**config.mk**
```make
export PLATFORM = sky130hd
export DESIGN_NAME = lenr_ctrl
export DESIGN_NICKNAME = d
export VERILOG_FILES = /design/src/hw/rtl/lenr_pkg.sv /design/src/hw/rtl/lenr_ctrl.sv
export SDC_FILE = /design/constraint.sdc
export NUM_CORES = 1
export LEC_CHECK = 0
export BUFFER_PORTS_ARGS = -buffer_cell sky130_fd_sc_hd__clkbuf_2
export CAP_MARGIN = 5
export CORE_ASPECT_RATIO = 1.75
export CORE_MARGIN = 3
export CORE_UTILIZATION = 30
export DETAILED_ROUTE_END_ITERATION = 8
export PLACE_DENSITY = 0.47
export SLEW_MARGIN = 25
export SYNTH_ARGS = -nofsm -noshare
export SYNTH_HDL_FRONTEND = slang
export SYNTH_SLANG_ARGS = --single-unit
```
**constraint.sdc**
```tcl
create_clock -name clk -period 2.4 [get_ports clk]
set_input_delay 0.24 -clock clk [delete_from_list [all_inputs] [get_ports clk]]
set_output_delay 0.24 -clock clk [all_outputs]
set_load 0.005 [all_outputs]
```
**src/hw/rtl/lenr_pkg.sv**
```systemverilog
package lenr_pkg;

  localparam int MAX_ORDER      = 64;
  localparam int MAX_ITERATIONS = 64;

  localparam int K_W     = $clog2(MAX_ORDER + 2);
  localparam int ITER_W  = ($clog2(MAX_ITERATIONS + 1) > 7) ? $clog2(MAX_ITERATIONS + 1) : 7;
  localparam int NUM_W   = 64;
  localparam int CNT_W   = 6;
  localparam int MUL_PARTS = 4;
  localparam int DIV_STEPS = NUM_W / 8;
  localparam int ND_BITS   = 34;

  localparam logic signed [47:0] Q32_ONE = 48'sh0001_0000_0000;
  localparam logic signed [NUM_W-1:0] S48_MAX = 64'sh0000_7FFF_FFFF_FFFF;
  localparam logic signed [NUM_W-1:0] S48_MIN = -64'sh0000_8000_0000_0000;

  typedef enum logic [3:0] {
    OP_NOP,
    OP_LOAD,
    OP_EVI,
    OP_MUL,
    OP_COMB,
    OP_LIN1,
    OP_LIN2,
    OP_DIV,
    OP_UPD,
    OP_NDI,
    OP_NDR,
    OP_NUP,
    OP_EMIT
  } op_t;

  typedef enum logic [1:0] {
    ST_OK         = 2'd0,
    ST_ZERO_SLOPE = 2'd1,
    ST_ITER_LIMIT = 2'd2
  } code_t;

  typedef struct packed {
    op_t        op;
    logic [1:0] sel;
    code_t      code;
  } cmd_t;

  typedef struct packed {
    logic mode;
    logic ev_done;
    logic slope_zero;
    logic iter_limit;
    logic converged;
  } stat_t;

  function automatic logic signed [47:0] sat48(input logic signed [NUM_W-1:0] v);
    logic signed [47:0] r;
    if (v > S48_MAX) begin
      r = 48'sh7FFF_FFFF_FFFF;
    end else if (v < S48_MIN) begin
      r = -48'sh8000_0000_0000;
    end else begin
      r = v[47:0];
    end
    return r;
  endfunction

  function automatic logic signed [31:0] sat32(input logic signed [35:0] v);
    logic signed [31:0] r;
    if (v > 36'sh0_7FFF_FFFF) begin
      r = 32'sh7FFF_FFFF;
    end else if (v < -36'sh0_8000_0000) begin
      r = -32'sh8000_0000;
    end else begin
      r = v[31:0];
    end
    return r;
  endfunction

endpackage

```
**src/hw/rtl/lenr_ctrl.sv**
```systemverilog
module lenr_ctrl (
  input  logic             clk,
  input  logic             rst,
  input  logic             start,
  input  lenr_pkg::stat_t  stat,
  output lenr_pkg::cmd_t   cmd,
  output logic             busy
);

  localparam int CNT_W = lenr_pkg::CNT_W;

  typedef enum logic [13:0] {
    S_IDLE = 14'b00000000000001,
    S_EVI  = 14'b00000000000010,
    S_EVT  = 14'b00000000000100,
    S_MUL  = 14'b00000000001000,
    S_COMB = 14'b00000000010000,
    S_LIN1 = 14'b00000000100000,
    S_LIN2 = 14'b00000001000000,
    S_DIV  = 14'b00000010000000,
    S_UPD  = 14'b00000100000000,
    S_AFT  = 14'b00001000000000,
    S_NDI  = 14'b00010000000000,
    S_NDR  = 14'b00100000000000,
    S_NUP  = 14'b01000000000000,
    S_DONE = 14'b10000000000000
  } state_t;

  state_t                      state, state_next;
  logic [lenr_pkg::CNT_W-1:0]  cnt, cnt_next;
  logic                        after_step, after_step_next;
  lenr_pkg::code_t             code, code_next;

  always_ff @(posedge clk) begin
    if (rst) begin
      state      <= S_IDLE;
      cnt        <= '0;
      after_step <= 1'b0;
      code       <= lenr_pkg::ST_OK;
    end else begin
      state      <= state_next;
      cnt        <= cnt_next;
      after_step <= after_step_next;
      code       <= code_next;
    end
  end

  assign busy = (state != S_IDLE);

  always_comb begin
    state_next      = state;
    cnt_next        = cnt;
    after_step_next = after_step;
    code_next       = code;
    cmd.op          = lenr_pkg::OP_NOP;
    cmd.sel         = cnt[1:0];
    cmd.code        = code;
    unique case (state)
      S_IDLE: begin
        if (start) begin
          cmd.op          = lenr_pkg::OP_LOAD;
          after_step_next = 1'b0;
          state_next      = S_EVI;
        end
      end
      S_EVI: begin
        cmd.op     = lenr_pkg::OP_EVI;
        state_next = S_EVT;
      end
      S_EVT: begin
        cnt_next   = '0;
        state_next = stat.ev_done ? S_AFT : S_MUL;
      end
      S_MUL: begin
        cmd.op = lenr_pkg::OP_MUL;
        if (cnt == CNT_W'(lenr_pkg::MUL_PARTS - 1)) begin
          cnt_next   = '0;
          state_next = S_COMB;
        end else begin
          cnt_next = cnt + 1'b1;
        end
      end
      S_COMB: begin
        cmd.op     = lenr_pkg::OP_COMB;
        state_next = S_LIN1;
      end
      S_LIN1: begin
        cmd.op     = lenr_pkg::OP_LIN1;
        state_next = S_LIN2;
      end
      S_LIN2: begin
        cmd.op     = lenr_pkg::OP_LIN2;
        cnt_next   = '0;
        state_next = S_DIV;
      end
      S_DIV: begin
        cmd.op = lenr_pkg::OP_DIV;
        if (cnt == CNT_W'(lenr_pkg::DIV_STEPS - 1)) begin
          cnt_next   = '0;
          state_next = S_UPD;
        end else begin
          cnt_next = cnt + 1'b1;
        end
      end
      S_UPD: begin
        cmd.op     = lenr_pkg::OP_UPD;
        state_next = S_EVT;
      end
      S_AFT: begin
        priority if (!stat.mode || (after_step && stat.converged)) begin
          code_next  = lenr_pkg::ST_OK;
          state_next = S_DONE;
        end else if (stat.slope_zero) begin
          code_next  = lenr_pkg::ST_ZERO_SLOPE;
          state_next = S_DONE;
        end else if (stat.iter_limit) begin
          code_next  = lenr_pkg::ST_ITER_LIMIT;
          state_next = S_DONE;
        end else begin
          state_next = S_NDI;
        end
      end
      S_NDI: begin
        cmd.op     = lenr_pkg::OP_NDI;
        cnt_next   = '0;
        state_next = S_NDR;
      end
      S_NDR: begin
        cmd.op = lenr_pkg::OP_NDR;
        if (cnt == CNT_W'(lenr_pkg::ND_BITS - 1)) begin
          cnt_next   = '0;
          state_next = S_NUP;
        end else begin
          cnt_next = cnt + 1'b1;
        end
      end
      S_NUP: begin
        cmd.op          = lenr_pkg::OP_NUP;
        after_step_next = 1'b1;
        state_next      = S_EVI;
      end
      S_DONE: begin
        cmd.op     = lenr_pkg::OP_EMIT;
        state_next = S_IDLE;
      end
      default: begin
        state_next = S_IDLE;
      end
    endcase
  end

endmodule

```
* Word-level counts from Yosys, hierarchy flattened
Index checks and enable logic that the tools add are counted.
Operators by class: $add $sub $neg 1, equality and inequality tests 22, mux-type cells 20, reduce and logical (&&, ||, !) cells 11
Operators by type and width (number):
- $pmux 14 s12 | 1
- $mux 14 | 7
- $pmux 4 s12 | 1
- $pmux 6 s4 | 1
- $mux 6 | 3
- $eq 14x1->1 const B | 1
- $eq 14x10->1 const B | 1
- $eq 14x11->1 const B | 1
- $eq 14x12->1 const B | 1
- $eq 14x13->1 const B | 1
- $eq 14x14->1 const B | 1
- $eq 14x2->1 const B | 1
- $eq 14x3->1 const B | 1
- $eq 14x4->1 const B | 1
- $eq 14x5->1 const B | 1
- $eq 14x6->1 const B | 1
- $eq 14x7->1 const B | 1
- $eq 14x8->1 const B | 1
- $eq 14x9->1 const B | 1
- $ne 14x1->1 const B | 1
- $mux 10 | 1
- $ne 2x2->1 const B | 4
- $add 6x1->6 const B | 1
- $eq 6x2->1 const B | 1
- 15 further kinds | 19
Storage, ports and cells: register bits 23, input port bits 8, output and inout bits 9, logic and storage cells 58

* Logic depth before layout (Yosys ltp)
word-level depth 4, depth in mapped cells 9

* Worst setup path before layout
No wires, ideal clock.
kind reg2reg, start point register state[1], end point register cnt[2] (netlist name), library setup time 69 ps, arrival time 2060 ps, required time 2331 ps, slack 271 ps, stages on the path, launching flop included 8, path buffers 1, clock period less this slack 2129 ps, path through dfxtp_1 buf_6 or4_4 nor4_4 nand2_2 a31oi_1 or4b_1 o21ai_1
Between the ends: cells in the longest elaborated chain, start to end 3
Ends and longest elaborated chain:
- start: declaration | line lenr_ctrl.sv:29 | state_t state, state_next;
- start signal: assignment | line lenr_ctrl.sv:41 | state <= state_next;
- $eq 14x11->1 (tied with other cells) | line lenr_ctrl.sv:58 | unique case (state)
- $reduce_or 3->1 (no source line)
- $pmux 6 s4 or $reduce_bool 4->1 (tied branches)
- end signal: assignment | line lenr_ctrl.sv:42 | cnt <= cnt_next;
- end: declaration | line lenr_ctrl.sv:30 | logic [lenr_pkg::CNT_W-1:0] cnt, cnt_next;
Parallel ways exist; a longest one is shown, timed or not. A chain may end at the register's enable or synchronous reset.

==> impl_summary.txt <==
----------------------------------------------------
[Synth]
  Synthesized netlist net count ... 205
  Combinational family with the most area after synthesis ... simple AND/OR/NAND/NOR gates
  Top FF cell, synth ... sky130_fd_sc_hd__dfxtp_1
  Distinct cell type count after synthesis ... 46
  Synthesized flop and latch total ... 23
  Post-Synth Simple-Gate Area ... 36.70%
  Post-Synth XOR/XNOR Area ... 4.714%
  Gate count after technology mapping ... 195
  Share of synthesized flip-flops with an asynchronous set or reset ... 0%
  EDFF count, synth ... 0
  Compound-cell area share of the yosys netlist ... 18.94%
  Yosys Warn Count ... 0
  Dominant cell type by area after synthesis ... sky130_fd_sc_hd__dfxtp_1
  Yosys top cell area share ... 30.98%
  Most used standard cell by instance count after synthesis ... sky130_fd_sc_hd__dfxtp_1
  Synthesized area per cell ... 7.623 µm²
  Commonest cells post-synth ... sky130_fd_sc_hd__dfxtp_1 (23), sky130_fd_sc_hd__nand2_1 (19), sky130_fd_sc_hd__nor2_1 (19), sky130_fd_sc_hd__a21oi_1 (13)
  Sequential fraction of the synthesis area ... 30.98%
  Cell area after synthesis ... 0.001486 mm²
  Largest cells by area after synthesis ... sky130_fd_sc_hd__dfxtp_1 (31%), sky130_fd_sc_hd__nand2_1 (4.8%), sky130_fd_sc_hd__nor2_1 (4.8%), sky130_fd_sc_hd__nor4b_1 (4.7%), sky130_fd_sc_hd__a21oi_1 (4.4%)
  Fraction of the mapped netlist area in adder cells ... 1.684%
  Multiplexer share of the synthesized area ... 0%

[Setup path]
  Max stage delay cell, worst path ... sky130_fd_sc_hd__or4_4
  Cell depth of the worst flop-to-flop path ... 7
  Critical Path RT ... 2.16 ns
  Maximum fanout along the worst path ... 5
  CP Capture Type ... output port
  CP arrival ... 2.05 ns
  Category of cells accounting for the largest share of critical-path delay ... simple AND/OR/NAND/NOR gates
  Cell breakdown of the critical path ... or4_4, nor4_4, nor2b_2, nand3_1, nand4_1, clkbuf_2
  Count of buffering cells on the critical path with inverters included ... 1
  Startpoint types ... flop
  Max incr delay on CP ... 0.59 ns
  Logic depth of the worst setup path including buffers ... 6
  Worst setup path class ... flop to output port

[Global route]
  Global-route wire length before repair ... 7100 µm
  Pin count of the biggest net entering global routing ... 15
  Total GRT Usage ... 15.88%
  Initial antenna violation count ... 0
  Remaining global-route overflow ... 0
  Number of global-route vias before repair ... 1528

[Route]
  Number of DRC markers after the initial detailed-route iteration ... 41
  Residual DRC ... 0
  Wire length after detailed routing ... 4422 µm
  ANT nets after route ... 0
  Post-DR wirelength/cell ... 15.96 µm
  Via/cell ratio ... 5.560
  Number of detailed-route iterations in the first pass ... 4
  Routed via count ... 1540

[Timing]
  RSZ-0062 raised after global routing ... true
  Final slew viol count ... 0
  Post-layout min period ... 2.289 ns
  Fmax ... 436.9 MHz
  Worst clock skew ... 0.004552 ns
  Setup violators final ... 0
  Pin slew with the least headroom to its limit ... 0.7081 ns
  Max_slew headroom ... 52.69%
  Final Hold Viols ... 0
  Crit share post-route ... 95.37%

[Min path]
  Worst min path class ... input pin to flop
  Worst hold path stage count ... 3

[Clocking]
  Depth of the CTS H-tree ... 1
  CTS Buf Count ... 3
  Worst-path clk slew ... 0.09 ns
  Count of hold-fix buffers inserted at cts ... 0
  Max clock buf depth ... 2
  CTS tree ... done
  Root buffer selected by CTS ... sky130_fd_sc_hd__clkbuf_8
  Later-pin clock latency in the skew report ... 0.27 ns
  Number of sinks handled by clock tree synthesis ... 23

[Power]
  Standby leakage power ... 0.7513 nW
  Worst supply voltage drop on vdd ... 0.4112 mV
  Design Power ... 0.001373 W
  Power per cell area ... 756.8 mW/mm²

[Final layout]
  Final Net Count ... 236
  Ratio of cells with drive above 1 in the final layout ... 25.78%
  Antenna fix cells ... 0
  Final-layout fill cell count ... 510
  Fin area ... 0.001814 mm²
  Area Overhead vs Synth ... 22.05%
  Fin util ... 38.21%

[Die]
  DIE AREA ... 0.005869 mm²
  Height of the chip ... 99.12 µm
  Placeable core region ... 0.004748 mm²
  Row Count ... 33
  Top-Level Pins ... 17
  Initial standard-cell utilization of the core ... 31.30%
  Die Width ... 59.21 µm

[Placement]
  Port Buf Inserts ... 16
  Cell area reported after detailed placement ... 0.001738 mm²
  Detailed placement HPWL ... 3592 µm
  Global placement routability congestion ... 0.8220

[Job]
  Max Cap Violations ... 0

[Outcome]
  Result of the run ... completed

----------------------------------------------------
[cells in the final DEF, fill, tap and decap left out, types with 3 or more instances in the layout]
master	Yosys	layout
sky130_fd_sc_hd__clkbuf_8	0	3
sky130_fd_sc_hd__nand2b_1	3	3
sky130_fd_sc_hd__xor2_1	5	5
sky130_fd_sc_hd__dfxtp_1	23	23
sky130_fd_sc_hd__nand2_1	19	19
sky130_fd_sc_hd__nor3_1	10	9
sky130_fd_sc_hd__nor2_1	19	18
sky130_fd_sc_hd__nor4b_1	8	8
sky130_fd_sc_hd__nor4_2	1	3
sky130_fd_sc_hd__clkbuf_2	0	16
sky130_fd_sc_hd__a21oi_1	13	13
sky130_fd_sc_hd__inv_1	6	6
sky130_fd_sc_hd__nor4_1	5	3
sky130_fd_sc_hd__buf_4	2	26
sky130_fd_sc_hd__xnor2_1	3	3
sky130_fd_sc_hd__o31ai_1	3	3
sky130_fd_sc_hd__o21ai_0	10	10
sky130_fd_sc_hd__nand3_1	9	9
sky130_fd_sc_hd__nand4_1	5	5
[tightest hold or removal path: cells and delay by family]
kind	cells	cell delay, ns
and+or+nand+nor	2	0.10
buffers and inverters	1	0.09
[metrics by stage]
stage | setup TNS (ns) | setup WS (ns) | instances | hold slack (ns)
floorplan | 0 | 0.2706 | 195 | 0.3538
global placement | 0 | 0.1727 | 272 | 0.4615
detailed placement | 0 | 0.1622 | 272 | 0.4638
CTS | 0 | 0.02129 | 277 | 0.1919
global route | -0.003812 | -0.003812 | 277 | 0.2031
finish | 0 | 0.1112 | 277 | 0.1937
[area by class of cell]
| type | count | area [µm²] | share of cell area [%] |
|---|---|---|---|
| multi-input cells | 150 | 944.7 | 52.07 |
| flip-flops and latches | 23 | 460.4 | 25.38 |
| repair buffers | 42 | 275.3 | 15.17 |
| well taps | 52 | 65.06 | 3.586 |
| clock buffers | 3 | 41.29 | 2.276 |
| inverters | 6 | 22.52 | 1.241 |
| clock inverters | 1 | 5.005 | 0.2759 |
[state kept, by name, summed over array words and instances (netlist names)]
| register | flops |
|---|---|
| after_step | 1 |
| state | 14 |
| code | 2 |
| cnt | 6 |
[where the power goes]
| part | switching [W] | leakage, nW | total, W | internal, W |
|---|---|---|---|---|
| sequential | 0.0000444 | 0.186 | 0.000468 | 0.000424 |
| combinational | 0.000357 | 0.539 | 0.000651 | 0.000294 |
| clock | 0.000138 | 0.0255 | 0.000254 | 0.000116 |
[worst paths after layout]
path              start    endpoint  slack (ns)
max            state[5]      cmd[4]        0.11
min             stat[3]    state[9]        0.19
max reg2reg    state[5]      cnt[2]        0.12
min reg2reg  after_step  after_step        0.47
[layer usage]
metal  GRT usage, %  up-vias  wire length (µm)
met3          1.948       10               158
met1          16.06      730              1617
met4          7.504        0               149
li1               -      771                 -
met2          30.16       29              2497
met5              0        -                 0
[logic make-up (layout without fill, tap and decap cells)]
group / Yosys count / after routing
AND/OR/NAND/NOR: 96 / 96
AO/OA/AOI/OAI: 44 / 44
flip-flops: 23 / 23
buffers and inverters: 22 / 52
XOR/XNOR: 8 / 8
adder cells (fa/ha/maj): 2 / 2
[timing repair]
item                                    4_1_cts  5_1_grt
gates cloned                                  0        0
gates resized for setup                       0        7
endpoints found under the setup margin        1        3
hold endpoints to repair                      0        0
pin swaps                                     1        1
buffers inserted                              1        0
No activity file was read; power rests on OpenSTA's default activity.
